$ cat config.mk
export PLATFORM = sky130hd
export DESIGN_NAME = cpu6502_execute_unit_top
export DESIGN_NICKNAME = d
export VERILOG_FILES = /design/src/hw/rtl/c6502eu_pkg.sv /design/src/hw/rtl/c6502eu_front.sv /design/src/hw/rtl/c6502eu_queue.sv /design/src/hw/rtl/c6502eu_back.sv /design/src/hw/rtl/cpu6502_execute_unit_top.sv
export SDC_FILE = /design/constraint.sdc
export NUM_CORES = 1
export LEC_CHECK = 0
export BUFFER_PORTS_ARGS = -buffer_cell sky130_fd_sc_hd__buf_2
export CAP_MARGIN = 20
export CORE_ASPECT_RATIO = 0.75
export CORE_MARGIN = 5
export CORE_UTILIZATION = 25
export CTS_CLUSTER_SIZE = 12
export DETAILED_ROUTE_END_ITERATION = 16
export GPL_TIMING_DRIVEN = 1
export PLACE_DENSITY = 0.37
export SYNTH_ARGS = -nofsm -noshare
export SYNTH_HDL_FRONTEND = slang
export SYNTH_HIERARCHICAL = 1
export SYNTH_SLANG_ARGS = --single-unit
$ cat constraint.sdc
create_clock -name i_clk -period 16.6 [get_ports i_clk]
set_clock_uncertainty 0.2 [all_clocks]
set_input_delay 1.66 -clock i_clk [delete_from_list [all_inputs] [get_ports i_clk]]
set_output_delay 1.66 -clock i_clk [all_outputs]
set_load 0.02 [all_outputs]
$ cat src/hw/rtl/c6502eu_pkg.sv
// Package for the 6502 execute unit: operation codes, payload structs,
// status bit positions and the decoded-operation record. No dependencies.
package c6502eu_pkg;

    typedef enum logic [5:0] {
        OP_NONE = 6'd0,  OP_LDA = 6'd1,  OP_LDX = 6'd2,  OP_LDY = 6'd3,
        OP_STA  = 6'd4,  OP_STX = 6'd5,  OP_STY = 6'd6,  OP_TAX = 6'd7,
        OP_TAY  = 6'd8,  OP_TXA = 6'd9,  OP_TYA = 6'd10, OP_TSX = 6'd11,
        OP_TXS  = 6'd12, OP_PHA = 6'd13, OP_PHP = 6'd14, OP_PLA = 6'd15,
        OP_PLP  = 6'd16, OP_AND = 6'd17, OP_EOR = 6'd18, OP_ORA = 6'd19,
        OP_BIT  = 6'd20, OP_ADC = 6'd21, OP_SBC = 6'd22, OP_CMP = 6'd23,
        OP_CPX  = 6'd24, OP_CPY = 6'd25, OP_INC = 6'd26, OP_INX = 6'd27,
        OP_INY  = 6'd28, OP_DEC = 6'd29, OP_DEX = 6'd30, OP_DEY = 6'd31,
        OP_ASL  = 6'd32, OP_LSR = 6'd33, OP_ROL = 6'd34, OP_ROR = 6'd35,
        OP_JMP  = 6'd36, OP_JSR = 6'd37, OP_RTS = 6'd38, OP_BCC = 6'd39,
        OP_BCS  = 6'd40, OP_BEQ = 6'd41, OP_BMI = 6'd42, OP_BNE = 6'd43,
        OP_BPL  = 6'd44, OP_BVC = 6'd45, OP_BVS = 6'd46, OP_CLC = 6'd47,
        OP_CLD  = 6'd48, OP_CLI = 6'd49, OP_CLV = 6'd50, OP_SEC = 6'd51,
        OP_SED  = 6'd52, OP_SEI = 6'd53, OP_BRK = 6'd54, OP_NOP = 6'd55,
        OP_RTI  = 6'd56
    } t_func;

    localparam int unsigned FL_C = 0;
    localparam int unsigned FL_Z = 1;
    localparam int unsigned FL_I = 2;
    localparam int unsigned FL_D = 3;
    localparam int unsigned FL_B = 4;
    localparam int unsigned FL_U = 5;
    localparam int unsigned FL_V = 6;
    localparam int unsigned FL_N = 7;

    localparam logic [7:0]  SP_RESET     = 8'hFD;
    localparam logic [7:0]  STATUS_RESET = 8'h24;
    localparam logic [7:0]  STACK_PAGE   = 8'h01;

    typedef struct packed {
        logic [5:0]  func;
        logic [7:0]  operand;
        logic [15:0] eff_address;
        logic        page_crossed;
        logic        acc_mode;
        logic [15:0] cur_pc;
        logic [7:0]  stack_above1;
        logic [7:0]  stack_above2;
        logic [7:0]  stack_above3;
        logic [7:0]  vector_low;
        logic [7:0]  vector_high;
    } t_in_item;

    typedef struct packed {
        logic        is_last;
        logic        write_enable;
        logic [15:0] write_address;
        logic [7:0]  write_data;
        logic [15:0] next_pc;
        logic [1:0]  extra_cycles;
        logic [7:0]  acc_out;
        logic [7:0]  x_out;
        logic [7:0]  y_out;
        logic [7:0]  sp_out;
        logic [7:0]  status_out;
    } t_out_item;

    // Classification the front end attaches to each item.
    typedef struct packed {
        t_func       func;
        logic        known;
        logic        page_pen;   // page crossing sets the extra_cycles penalty
        logic        is_branch;
        logic [7:0]  operand;
        logic [15:0] eff_address;
        logic        page_crossed;
        logic        acc_mode;
        logic [15:0] cur_pc;
        logic [7:0]  s1;
        logic [7:0]  s2;
        logic [7:0]  s3;
        logic [15:0] vector;
    } t_dec_item;

endpackage

$ cat src/hw/rtl/c6502eu_front.sv
// Front end: accepts input items, classifies the operation and pushes the
// decoded record into the queue. Depends on c6502eu_pkg.
module c6502eu_front (
    input  logic                    i_clk,
    input  logic                    i_rst_n,
    input  logic                    i_valid,
    output logic                    o_stall,
    input  c6502eu_pkg::t_in_item   i_item,
    output logic                    o_push,
    output c6502eu_pkg::t_dec_item  o_dec,
    input  logic                    i_full
);
    c6502eu_pkg::t_dec_item n_dec;
    logic                   r_unused;

    assign o_stall = i_full;
    assign o_push  = i_valid && !i_full;

    always_comb begin
        n_dec              = '0;
        n_dec.func         = c6502eu_pkg::t_func'(i_item.func);
        n_dec.known        = (i_item.func != 6'd0) && (i_item.func <= 6'd56);
        n_dec.page_pen     = (i_item.func >= 6'd1 && i_item.func <= 6'd3) ||
                             (i_item.func >= 6'd17 && i_item.func <= 6'd19) ||
                             (i_item.func >= 6'd21 && i_item.func <= 6'd23);
        n_dec.is_branch    = (i_item.func >= 6'd39) && (i_item.func <= 6'd46);
        n_dec.operand      = i_item.operand;
        n_dec.eff_address  = i_item.eff_address;
        n_dec.page_crossed = i_item.page_crossed;
        n_dec.acc_mode     = i_item.acc_mode;
        n_dec.cur_pc       = i_item.cur_pc;
        n_dec.s1           = i_item.stack_above1;
        n_dec.s2           = i_item.stack_above2;
        n_dec.s3           = i_item.stack_above3;
        n_dec.vector       = {i_item.vector_high, i_item.vector_low};
    end

    assign o_dec = n_dec;

    // Track nothing but a sticky marker of any transfer; keeps the port clocked.
    always_ff @(posedge i_clk) begin
        if (!i_rst_n) begin
            r_unused <= 1'b0;
        end else if (o_push) begin
            r_unused <= 1'b1;
        end
    end

`ifndef SYNTHESIS
    a_push_not_full: assert property (@(posedge i_clk) disable iff (!i_rst_n)
        o_push |-> !i_full) else $error("push while queue full");
    a_stall_full: assert property (@(posedge i_clk) disable iff (!i_rst_n)
        (i_valid && !o_push) |-> (o_stall && r_unused == r_unused))
        else $error("valid item neither taken nor stalled");
    a_marker: assert property (@(posedge i_clk) disable iff (!i_rst_n)
        o_push |=> r_unused) else $error("transfer marker not set");
`endif
endmodule

$ cat src/hw/rtl/c6502eu_queue.sv
// Two-entry queue between the front and back ends of the execute unit.
// Depends on c6502eu_pkg.
module c6502eu_queue (
    input  logic                    i_clk,
    input  logic                    i_rst_n,
    input  logic                    i_push,
    input  c6502eu_pkg::t_dec_item  i_data,
    output logic                    o_full,
    input  logic                    i_pop,
    output logic                    o_empty,
    output c6502eu_pkg::t_dec_item  o_data
);
    c6502eu_pkg::t_dec_item r_mem [2];
    logic                   r_wr;
    logic                   r_rd;
    logic [1:0]             r_cnt;

    assign o_full  = (r_cnt == 2'd2);
    assign o_empty = (r_cnt == 2'd0);
    assign o_data  = r_mem[r_rd];

    always_ff @(posedge i_clk) begin
        if (i_push) begin
            r_mem[r_wr] <= i_data;
        end
    end

    always_ff @(posedge i_clk) begin
        if (!i_rst_n) begin
            r_wr  <= 1'b0;
            r_rd  <= 1'b0;
            r_cnt <= 2'd0;
        end else begin
            if (i_push) r_wr <= ~r_wr;
            if (i_pop)  r_rd <= ~r_rd;
            r_cnt <= r_cnt + 2'(i_push) - 2'(i_pop);
        end
    end

`ifndef SYNTHESIS
    a_no_overflow: assert property (@(posedge i_clk) disable iff (!i_rst_n)
        i_push |-> !o_full) else $error("queue overflow");
    a_no_underflow: assert property (@(posedge i_clk) disable iff (!i_rst_n)
        i_pop |-> !o_empty) else $error("queue underflow");
    a_count: assert property (@(posedge i_clk) disable iff (!i_rst_n)
        r_cnt <= 2'd2) else $error("queue count out of range");
`endif
endmodule

$ cat src/hw/rtl/c6502eu_back.sv
// Back end: executes the decoded operation against the register file and
// emits writes then a closing result through an output register. Depends on
// c6502eu_pkg.
module c6502eu_back (
    input  logic                    i_clk,
    input  logic                    i_rst_n,
    input  logic                    i_empty,
    input  c6502eu_pkg::t_dec_item  i_dec,
    output logic                    o_pop,
    output logic                    o_valid,
    input  logic                    i_stall,
    output c6502eu_pkg::t_out_item  o_item
);
    // Register file
    logic [7:0] r_a, r_x, r_y, r_sp, r_p;
    logic [7:0] n_a, n_x, n_y, n_sp, n_p;

    // Write sequencing for the current item
    logic [1:0] r_step;                // writes already sent
    logic [1:0] n_nwr;                 // writes this item needs
    logic [15:0] n_wa [3];
    logic [7:0]  n_wd [3];
    logic [15:0] n_npc;
    logic [1:0]  n_extra;

    logic                   r_valid;
    c6502eu_pkg::t_out_item r_out;
    c6502eu_pkg::t_out_item n_out;

    logic       out_free;
    logic       have;
    logic       closing;
    logic [8:0] sum;
    logic [7:0] addend;
    logic [7:0] r8;
    logic [7:0] cmp_reg;
    logic [7:0] cmp_diff;
    logic       cond;
    logic [15:0] ret_pc;

    assign out_free = !r_valid || !i_stall;
    assign have     = !i_empty;
    assign closing  = have && out_free && (r_step == n_nwr);
    assign o_pop    = closing;
    assign o_valid  = r_valid;
    assign o_item   = r_out;

    always_comb begin
        n_a = r_a; n_x = r_x; n_y = r_y; n_sp = r_sp; n_p = r_p;
        n_nwr = 2'd0;
        n_wa[0] = i_dec.eff_address; n_wa[1] = 16'd0; n_wa[2] = 16'd0;
        n_wd[0] = 8'd0; n_wd[1] = 8'd0; n_wd[2] = 8'd0;
        n_npc = i_dec.cur_pc;
        n_extra = 2'd0;
        addend = (i_dec.func == c6502eu_pkg::OP_SBC) ? ~i_dec.operand : i_dec.operand;
        sum = {1'b0, r_a} + {1'b0, addend} + {8'd0, r_p[c6502eu_pkg::FL_C]};
        cmp_reg = (i_dec.func == c6502eu_pkg::OP_CPX) ? r_x :
                  (i_dec.func == c6502eu_pkg::OP_CPY) ? r_y : r_a;
        cmp_diff = cmp_reg - i_dec.operand;
        r8 = 8'd0;
        cond = 1'b0;
        ret_pc = 16'd0;
        unique case (i_dec.func)
            c6502eu_pkg::OP_LDA: begin n_a = i_dec.operand; r8 = n_a; end
            c6502eu_pkg::OP_LDX: begin n_x = i_dec.operand; r8 = n_x; end
            c6502eu_pkg::OP_LDY: begin n_y = i_dec.operand; r8 = n_y; end
            c6502eu_pkg::OP_STA: begin n_nwr = 2'd1; n_wd[0] = r_a; end
            c6502eu_pkg::OP_STX: begin n_nwr = 2'd1; n_wd[0] = r_x; end
            c6502eu_pkg::OP_STY: begin n_nwr = 2'd1; n_wd[0] = r_y; end
            c6502eu_pkg::OP_TAX: begin n_x = r_a; r8 = r_a; end
            c6502eu_pkg::OP_TAY: begin n_y = r_a; r8 = r_a; end
            c6502eu_pkg::OP_TXA: begin n_a = r_x; r8 = r_x; end
            c6502eu_pkg::OP_TYA: begin n_a = r_y; r8 = r_y; end
            c6502eu_pkg::OP_TSX: begin n_x = r_sp; r8 = r_sp; end
            c6502eu_pkg::OP_TXS: n_sp = r_x;
            c6502eu_pkg::OP_PHA, c6502eu_pkg::OP_PHP: begin
                n_nwr = 2'd1;
                n_wa[0] = {c6502eu_pkg::STACK_PAGE, r_sp};
                n_wd[0] = (i_dec.func == c6502eu_pkg::OP_PHA) ? r_a : (r_p | 8'h10);
                n_sp = r_sp - 8'd1;
            end
            c6502eu_pkg::OP_PLA: begin n_sp = r_sp + 8'd1; n_a = i_dec.s1; r8 = i_dec.s1; end
            c6502eu_pkg::OP_PLP: begin
                n_sp = r_sp + 8'd1;
                n_p = (i_dec.s1 | 8'h20) & 8'hEF;
            end
            c6502eu_pkg::OP_AND: begin n_a = r_a & i_dec.operand; r8 = n_a; end
            c6502eu_pkg::OP_EOR: begin n_a = r_a ^ i_dec.operand; r8 = n_a; end
            c6502eu_pkg::OP_ORA: begin n_a = r_a | i_dec.operand; r8 = n_a; end
            c6502eu_pkg::OP_BIT: begin
                n_p[c6502eu_pkg::FL_Z] = ((r_a & i_dec.operand) == 8'd0);
                n_p[c6502eu_pkg::FL_V] = i_dec.operand[6];
                n_p[c6502eu_pkg::FL_N] = i_dec.operand[7];
            end
            c6502eu_pkg::OP_ADC, c6502eu_pkg::OP_SBC: begin
                n_a = sum[7:0]; r8 = n_a;
                n_p[c6502eu_pkg::FL_C] = sum[8];
                n_p[c6502eu_pkg::FL_V] = !(r_a[7] ^ addend[7]) && (r_a[7] ^ sum[7]);
            end
            c6502eu_pkg::OP_CMP, c6502eu_pkg::OP_CPX, c6502eu_pkg::OP_CPY: begin
                n_p[c6502eu_pkg::FL_C] = (cmp_reg >= i_dec.operand);
                r8 = cmp_diff;
            end
            c6502eu_pkg::OP_INC, c6502eu_pkg::OP_DEC: begin
                r8 = (i_dec.func == c6502eu_pkg::OP_INC) ? i_dec.operand + 8'd1
                                                         : i_dec.operand - 8'd1;
                n_nwr = 2'd1; n_wd[0] = r8;
            end
            c6502eu_pkg::OP_INX: begin n_x = r_x + 8'd1; r8 = n_x; end
            c6502eu_pkg::OP_INY: begin n_y = r_y + 8'd1; r8 = n_y; end
            c6502eu_pkg::OP_DEX: begin n_x = r_x - 8'd1; r8 = n_x; end
            c6502eu_pkg::OP_DEY: begin n_y = r_y - 8'd1; r8 = n_y; end
            c6502eu_pkg::OP_ASL, c6502eu_pkg::OP_LSR,
            c6502eu_pkg::OP_ROL, c6502eu_pkg::OP_ROR: begin
                if (i_dec.func == c6502eu_pkg::OP_ASL || i_dec.func == c6502eu_pkg::OP_ROL) begin
                    n_p[c6502eu_pkg::FL_C] = i_dec.operand[7];
                    r8 = {i_dec.operand[6:0],
                          (i_dec.func == c6502eu_pkg::OP_ROL) & r_p[c6502eu_pkg::FL_C]};
                end else begin
                    n_p[c6502eu_pkg::FL_C] = i_dec.operand[0];
                    r8 = {(i_dec.func == c6502eu_pkg::OP_ROR) & r_p[c6502eu_pkg::FL_C],
                          i_dec.operand[7:1]};
                end
                if (i_dec.acc_mode) n_a = r8;
                else begin n_nwr = 2'd1; n_wd[0] = r8; end
            end
            c6502eu_pkg::OP_JMP: n_npc = i_dec.eff_address;
            c6502eu_pkg::OP_JSR: begin
                ret_pc = i_dec.cur_pc - 16'd1;
                n_nwr = 2'd2;
                n_wa[0] = {c6502eu_pkg::STACK_PAGE, r_sp};
                n_wd[0] = ret_pc[15:8];
                n_wa[1] = {c6502eu_pkg::STACK_PAGE, r_sp - 8'd1};
                n_wd[1] = ret_pc[7:0];
                n_sp = r_sp - 8'd2;
                n_npc = i_dec.eff_address;
            end
            c6502eu_pkg::OP_RTS: begin
                n_sp = r_sp + 8'd2;
                n_npc = {i_dec.s2, i_dec.s1} + 16'd1;
            end
            c6502eu_pkg::OP_BCC: cond = !r_p[c6502eu_pkg::FL_C];
            c6502eu_pkg::OP_BCS: cond = r_p[c6502eu_pkg::FL_C];
            c6502eu_pkg::OP_BEQ: cond = r_p[c6502eu_pkg::FL_Z];
            c6502eu_pkg::OP_BMI: cond = r_p[c6502eu_pkg::FL_N];
            c6502eu_pkg::OP_BNE: cond = !r_p[c6502eu_pkg::FL_Z];
            c6502eu_pkg::OP_BPL: cond = !r_p[c6502eu_pkg::FL_N];
            c6502eu_pkg::OP_BVC: cond = !r_p[c6502eu_pkg::FL_V];
            c6502eu_pkg::OP_BVS: cond = r_p[c6502eu_pkg::FL_V];
            c6502eu_pkg::OP_CLC: n_p[c6502eu_pkg::FL_C] = 1'b0;
            c6502eu_pkg::OP_CLD: n_p[c6502eu_pkg::FL_D] = 1'b0;
            c6502eu_pkg::OP_CLI: n_p[c6502eu_pkg::FL_I] = 1'b0;
            c6502eu_pkg::OP_CLV: n_p[c6502eu_pkg::FL_V] = 1'b0;
            c6502eu_pkg::OP_SEC: n_p[c6502eu_pkg::FL_C] = 1'b1;
            c6502eu_pkg::OP_SED: n_p[c6502eu_pkg::FL_D] = 1'b1;
            c6502eu_pkg::OP_SEI: n_p[c6502eu_pkg::FL_I] = 1'b1;
            c6502eu_pkg::OP_BRK: begin
                ret_pc = i_dec.cur_pc + 16'd1;
                n_nwr = 2'd3;
                n_wa[0] = {c6502eu_pkg::STACK_PAGE, r_sp};
                n_wd[0] = ret_pc[15:8];
                n_wa[1] = {c6502eu_pkg::STACK_PAGE, r_sp - 8'd1};
                n_wd[1] = ret_pc[7:0];
                n_wa[2] = {c6502eu_pkg::STACK_PAGE, r_sp - 8'd2};
                n_wd[2] = r_p | 8'h10;
                n_sp = r_sp - 8'd3;
                n_npc = i_dec.vector;
                n_p = r_p | 8'h04;
            end
            c6502eu_pkg::OP_RTI: begin
                n_sp = r_sp + 8'd3;
                n_p = (i_dec.s1 | 8'h20) & 8'hEF;
                n_npc = {i_dec.s3, i_dec.s2};
            end
            default: ;
        endcase
        // N and Z follow the result byte where the operation sets them
        unique case (i_dec.func)
            c6502eu_pkg::OP_LDA, c6502eu_pkg::OP_LDX, c6502eu_pkg::OP_LDY,
            c6502eu_pkg::OP_TAX, c6502eu_pkg::OP_TAY, c6502eu_pkg::OP_TXA,
            c6502eu_pkg::OP_TYA, c6502eu_pkg::OP_TSX, c6502eu_pkg::OP_PLA,
            c6502eu_pkg::OP_AND, c6502eu_pkg::OP_EOR, c6502eu_pkg::OP_ORA,
            c6502eu_pkg::OP_ADC, c6502eu_pkg::OP_SBC, c6502eu_pkg::OP_CMP,
            c6502eu_pkg::OP_CPX, c6502eu_pkg::OP_CPY, c6502eu_pkg::OP_INC,
            c6502eu_pkg::OP_INX, c6502eu_pkg::OP_INY, c6502eu_pkg::OP_DEC,
            c6502eu_pkg::OP_DEX, c6502eu_pkg::OP_DEY, c6502eu_pkg::OP_ASL,
            c6502eu_pkg::OP_LSR, c6502eu_pkg::OP_ROL, c6502eu_pkg::OP_ROR: begin
                n_p[c6502eu_pkg::FL_Z] = (r8 == 8'd0);
                n_p[c6502eu_pkg::FL_N] = r8[7];
            end
            default: ;
        endcase
        if (i_dec.is_branch && cond) begin
            n_extra = i_dec.page_crossed ? 2'd2 : 2'd1;
            n_npc = i_dec.eff_address;
        end
        if (i_dec.page_crossed && i_dec.page_pen) n_extra = 2'd1;
        if (!i_dec.known) begin
            n_a = r_a; n_x = r_x; n_y = r_y; n_sp = r_sp; n_p = r_p;
            n_nwr = 2'd0; n_npc = i_dec.cur_pc; n_extra = 2'd0;
        end

        n_out = '0;
        if (closing) begin
            n_out.is_last      = 1'b1;
            n_out.next_pc      = n_npc;
            n_out.extra_cycles = n_extra;
            n_out.acc_out      = n_a;
            n_out.x_out        = n_x;
            n_out.y_out        = n_y;
            n_out.sp_out       = n_sp;
            n_out.status_out   = n_p;
        end else begin
            n_out.write_enable  = 1'b1;
            n_out.write_address = n_wa[r_step];
            n_out.write_data    = n_wd[r_step];
        end
    end

    always_ff @(posedge i_clk) begin
        if (!i_rst_n) begin
            r_a     <= 8'd0;
            r_x     <= 8'd0;
            r_y     <= 8'd0;
            r_sp    <= c6502eu_pkg::SP_RESET;
            r_p     <= c6502eu_pkg::STATUS_RESET;
            r_step  <= 2'd0;
            r_valid <= 1'b0;
        end else if (out_free) begin
            r_valid <= have;
            if (have) begin
                r_out <= n_out;
                if (closing) begin
                    r_a <= n_a; r_x <= n_x; r_y <= n_y; r_sp <= n_sp; r_p <= n_p;
                    r_step <= 2'd0;
                end else begin
                    r_step <= r_step + 2'd1;
                end
            end
        end
    end

`ifndef SYNTHESIS
    a_step_bound: assert property (@(posedge i_clk) disable iff (!i_rst_n)
        have |-> (r_step <= n_nwr)) else $error("write step past item end");
    a_pop_last: assert property (@(posedge i_clk) disable iff (!i_rst_n)
        o_pop |=> (r_valid && r_out.is_last)) else $error("pop without closing result");
    a_step_reset: assert property (@(posedge i_clk) disable iff (!i_rst_n)
        o_pop |=> (r_step == 2'd0)) else $error("step not cleared after item");
`endif
endmodule

$ cat src/hw/rtl/cpu6502_execute_unit_top.sv
// Top level of the 6502 execute unit: front end, two-entry queue, back end.
// Depends on c6502eu_pkg, c6502eu_front, c6502eu_queue, c6502eu_back.
//
// channel  direction  payload               handshake
// in       input      t_in_item (11 fields) i_in_valid / o_in_stall
// out      output     t_out_item (11 fields) o_out_valid / i_out_stall
//
// With an item queued and no stall, the back end sends one result per
// cycle through one output register: each write, then the closing one.
// The queue lets the front end accept new items while the back end works.
// Reset is synchronous; registers return to A=X=Y=0, SP=0xFD, P=0x24.
// A stall on a valid output holds the output register and write step.
module cpu6502_execute_unit_top (
    input  logic                   i_clk,
    input  logic                   i_rst_n,
    input  logic                   i_in_valid,
    output logic                   o_in_stall,
    input  c6502eu_pkg::t_in_item  i_in_item,
    output logic                   o_out_valid,
    input  logic                   i_out_stall,
    output c6502eu_pkg::t_out_item o_out_item
);
    c6502eu_pkg::t_dec_item push_dec, pop_dec;
    logic push, pop, full, empty;

    c6502eu_front u_front (
        .i_clk(i_clk), .i_rst_n(i_rst_n), .i_valid(i_in_valid), .o_stall(o_in_stall),
        .i_item(i_in_item), .o_push(push), .o_dec(push_dec), .i_full(full)
    );

    c6502eu_queue u_queue (
        .i_clk(i_clk), .i_rst_n(i_rst_n), .i_push(push), .i_data(push_dec),
        .o_full(full), .i_pop(pop), .o_empty(empty), .o_data(pop_dec)
    );

    c6502eu_back u_back (
        .i_clk(i_clk), .i_rst_n(i_rst_n), .i_empty(empty), .i_dec(pop_dec),
        .o_pop(pop), .o_valid(o_out_valid), .i_stall(i_out_stall), .o_item(o_out_item)
    );
endmodule
; ---- Yosys cells after proc, flatten, opt, wreduce, memory -nomap -nowiden
; Memory sizes are Yosys's and may differ from the RTL's. A register that Yosys moved wholly into a read port is not among the register bits.
; Cells that the tools add are included.
[classes]
n_mux = 57
mul = 0
magnitude_cmp = 11
n_bitwise = 15
n_shift = 0
n_addsub = 21
eq_ne = 57
n_div = 0
reduce_logical = 48
[ops]
columns = op, count
row1 = 6-bit == test (second input constant), 24
row2 = 8-bit one-hot mux with 17 select lines, 1
row3 = 8-bit 2-to-1 mux, 16
row4 = 6-bit by 5-bit == test with 1-bit output (second input constant), 16
row5 = 16-bit 2-to-1 mux, 5
row6 = 8-bit one-hot mux with 9 select lines, 1
row7 = 16-bit one-hot mux with 4 select lines, 1
row8 = 8-bit one-hot mux with 8 select lines, 1
row9 = 8-bit one-hot mux with 7 select lines, 1
row10 = 6-bit by 4-bit == test with 1-bit output (second input constant), 8
row11 = 8-bit one-hot mux with 5 select lines, 1
row12 = 16-bit by 1-bit adder with 16-bit output (second input constant), 2
row13 = 8-bit by 1-bit adder with 8-bit output (second input constant), 4
row14 = 16-bit binary-select mux with 2-bit select, 1
row15 = 8-bit one-hot mux with 4 select lines, 1
row16 = 8-bit by 1-bit subtractor with 8-bit output (second input constant), 4
row17 = 27-bit OR reduction, 1
row18 = 25-bit 2-to-1 mux, 1
row19 = 6-bit by 3-bit == test with 1-bit output (second input constant), 4
row20 = 9-bit 2-to-1 mux, 2
row21 = 2-bit OR reduction, 9
row22 = 8-bit by 2-bit adder with 8-bit output (second input constant), 2
row23 = 8-bit binary-select mux with 2-bit select, 1
row24 = 8-bit logical NOT, 2
row25 = other kinds (47), 100
[totals]
elab_cells = 232
memories = 1
regBits = 131
input_bits = 92
latchBits = 0
out_inout_bits = 86
romBits = 0
ramBits = 182
[memory_table]
columns = name, depth, width, rd, rd_clocked_by_memory_dff, write_ports, line_no
row1 = u_queue.r_mem, 2, 91, 1, 1, 1, c6502eu_queue.sv:13  ; c6502eu_pkg::t_dec_item r_mem [2];

; ---- Longest topological paths before layout
[depth]
depth_word = 9
mapped_depth = 21
ltp_nobuf = 17

; ---- Hierarchy
; The synthesis kept the hierarchy.
[modules_own_cells]
columns = module, seq_area_each_um2, area_per_inst_um2, instances, cells_each
row1 = c6502eu_back, 3383.2, 12026.5, 1, 1486
row2 = c6502eu_queue, 5565.3, 7244.4, 1, 304
row3 = c6502eu_front, 0.0, 749.5, 1, 101

; ---- Worst setup path after synthesis
; No wires, ideal clock.
[synth_path]
path_type = input to register
from = in i_in_valid
to = mem u_queue/r_mem[0][0] in the netlist's numbering (enable)
arrival_ns = 5.948
slack_ns = 9.899
setup_time_ns = 0.553
n_path_buf = 0
required_ns = 15.847
stages = 2
cell_sequence = nor2b_1 > nor2b_1
[synth_between]
elab_chain_len = 3
[synth_rtl]
columns = element, line_no
row1 = from (decl), cpu6502_execute_unit_top.sv:16  ; input logic i_in_valid,
row2 = 1-bit logical AND, c6502eu_front.sv:17  ; assign o_push = i_valid && !i_full;
row3 = 1-bit 2-to-1 mux, c6502eu_queue.sv:23  ; if (i_push) begin
row4 = 1-bit 2-to-1 mux (implied by the code), c6502eu_queue.sv:24  ; r_mem[r_wr] <= i_data;
row5 = to (decl), c6502eu_queue.sv:13
; Every way passes these cells.

==> results.cfg <==
[drt]
drc = 0
drt_wl_total_mm = 82.3
first_pass_iters = 6
vias = 16068
drt_iter0_markers = 1930
wl_per_cell_um = 27.5
ant_nets = 0
routed_via_density = 5.36

[floorplan]
num_rows = 89
die_h_um = 255
start_util_pct = 25.3
dieArea_um2 = 85900
io_pins = 178
die_w_um = 337
coreArea_um2 = 79100

[worst_setup_path]
critPathLaunchType = flop
cpPeakStageDelay_ns = 0.84
critPathArrivalTime_ns = 6.31
rrSetupSlack_ns = 10.39
crit_path_max_fanout = 42
end_kind = flop
rr_endpoint = u_back/o_item[7]
worstSetupPathType = flop to flop
crit_top_cell = a21oi_1
critPathRequiredTime_ns = 16.71
r2r_cells = 16
cp_slowest_cell = nor4bb_1
critical_path.cell_chain = mux2_2 > buf_4 > nor4bb_1 > nand2_1 > nor2_1 > a21oi_1 > o21ai_0 > ha_1 > nand3b_1 > a21oi_1 > a211oi_1 > mux2i_1 > or4b_1 > a211oi_2 > o21a_1 > a21oi_1

[global_route]
grt_usage_pct = 18.4
globalRouteOverflowTotal = 0
antenna_found_initial = 6
grt_pass1_vias = 15294
grt_pass1_wl_mm = 115
grt_max_degree = 66

[synthesis]
synth_cell_types = 95
yosys.area.top_type = edfxtp_1
synth-main-ff-cell = edfxtp_1
syn_nets = 2045
synth-seq-area-share_pct = 44.7
yosys-top-cells-area = edfxtp_1, mux2_4, dfxtp_1
synth_cells = 1891
synthArstFlopShare_pct = 0
synth_most_common_cell = edfxtp_1
postSynthAreaPerCell_um2 = 10.6
synth_edf_count = 266
syn_area_um2 = 20000
synthTopCellsByCount = edfxtp_1, nor2_1, nand2_1, a21oi_1, buf_4
yosysWarnings = 6
synth_top_area_share_pct = 39.9
ys_ff_latch = 314

[timing]
clock.fmax_ghz = 0.161
hold_viol_final = 0
relSlewSlack_pct = 26.4
rsz0062_at_grt = no
period_minus_slack_ns = 6.21
hold_slack_ns = 0.237
finalSetupViolCount = 0
worstMarginPinSlew_ns = 1.10
finalSetupTns_ns = 0
maxSlewViolCount = 0
final.period_utilization_pct = 37.4

[place]
dpl.hpwl_mm = 59.6
routabilityCongestion = 0.963
portBuffers = 177

[worst_hold_path]
holdCritStartpoint = u_back/r_p[4]
min_to = u_back/r_p[4]
min_path_cells = 2
hold_class = flop to flop

[clocking]
cts_resized = 0
clkSinkCount = 314
clkTransAtPathRegs_ns = 0.06
clock_latency_ns = 0.58
root_buffer = clkbuf_16
cts_buffer_depth = 3
tritoncts = yes
cts_hold_buffers = 0
cts_buffers = 38
htreeDepth = 2
post_cts_buffers = 0

[status]
status = completed

[flow_run]
maxCapViolations = 0

[cells_and_area]
area_growth_pct = 11.7
layout-drive-gt1-share_pct = 20.1
fin_util_pct = 28.3
fin_nets = 2073

[power_and_ir_drop]
ir_drop_mv = 0.0773
power_density_nw_per_um2 = 161
power_w = 0.00361
leakagePower_nw = 8.03
[cell families (layout without fill, tap and decap cells)]
family	Yosys count	in the layout	synth area share [%]
xor gates and xnor gates	79	79	3.52
muxes	120	120	8.29
adders and majority gates	63	63	4.11
DFF	314	314	44.7
buffers and inverters	274	330	7.89
and+or+nand+nor	534	534	13.6
other	0	3	0
AOI/OAI and AO/OA	507	507	17.9
[cell usage in the layout, fill, tap and decap left out, types with 9 or more instances in the layout]
master,instances
edfxtp_1,266
buf_2,177
nor2_1,159
nand2_1,130
a21oi_1,103
mux2_4,90
o21ai_0,75
ha_1,57
inv_1,47
dfxtp_1,47
xnor2_1,45
clkbuf_16,38
nor3_1,35
a22oi_1,33
a211oi_1,33
xor2_1,33
buf_4,33
nand3_1,31
and3_1,26
and2_1,26
mux2i_1,25
o22ai_1,25
a221oi_1,23
a222oi_1,21
o221ai_1,18
nor2b_1,17
o21a_1,17
nand4_1,17
o211ai_1,17
a221o_1,15
a31oi_1,14
a311oi_1,13
a21o_1,12
a22o_1,11
clkbuf_1,9
or2_2,9
nand2b_1,9
[power breakdown]
| group | internal [W] | switching (W) | total, W |
|---|---|---|---|
| Sequential | 0.00104 | 0.000135 | 0.00117 |
| Combinational | 0.000532 | 0.00106 | 0.00160 |
| Clock | 0.000495 | 0.000346 | 0.000841 |
[metal layers]
layer,GRT usage [%],vias to the layer above,share of wire (%)
met3,4.40,97,8.3
met4,3.86,4,2.0
met5,0,-,0.017
li1,-,7179,-
met1,27.7,8054,48
met2,26.6,734,42
[worst max-delay path: cells and delay by family (launching register included)]
family | cells | cell delay, ns
buffers and inverters | 1 | 0.27
AND/OR/NAND/NOR | 5 | 2.28
multiplexers | 2 | 0.62
flip-flops | 1 | 0.75
adder cells (fa/ha/maj) | 1 | 0.32
AO/OA/AOI/OAI | 7 | 1.50
[cell type report]
type                       count  area (µm²)
antenna                        3        7.51
multi-input combinational   1303        9520
tap                         1046        1310
clock inverter                19         219
sequential                   314        8950
fill                        8270       56700
timing repair buffer         211        1150
inverter                      51         191
clock buffer                  49        1010
[how the worst max path moves through the flow]
stage | endpoint | startpoint | slack (ns)
floorplan | u_queue/r_mem[0][0] | i_in_valid | 9.90
global placement | u_back/o_item[7] | flop | 10.69
detailed placement | u_back/o_item[7] | flop | 10.45
CTS | u_back/o_item[7] | flop | 10.45
global route | u_back/o_item[7] | flop | 9.98
finish | u_back/o_item[7] | flop | 10.39
[flip-flops by register name, summed over array words and instances, names as in the netlist, named ones only]
register / flops
u_queue/r_cnt: 2
u_back/r_step: 2
u_queue/r_wr: 1
u_queue/r_rd: 1
u_back/r_p: 8
u_back/r_x: 8
u_back/o_valid: 1
u_back/r_y: 8
u_back/o_item: 84
u_back/r_sp: 8
u_back/r_a: 8
u_queue/r_mem: 182
[stage by stage]
step	worst slack [ns]	area [µm²]	std cells
final	10.39	22400	2996
after global routing	9.98	22400	2994
after CTS	10.45	22300	2992
after detailed placement	10.45	21100	2924
after global placement	10.69	21100	2923
after floorplan	9.90	20000	1891
No activity file was read; power rests on OpenSTA's default activity.
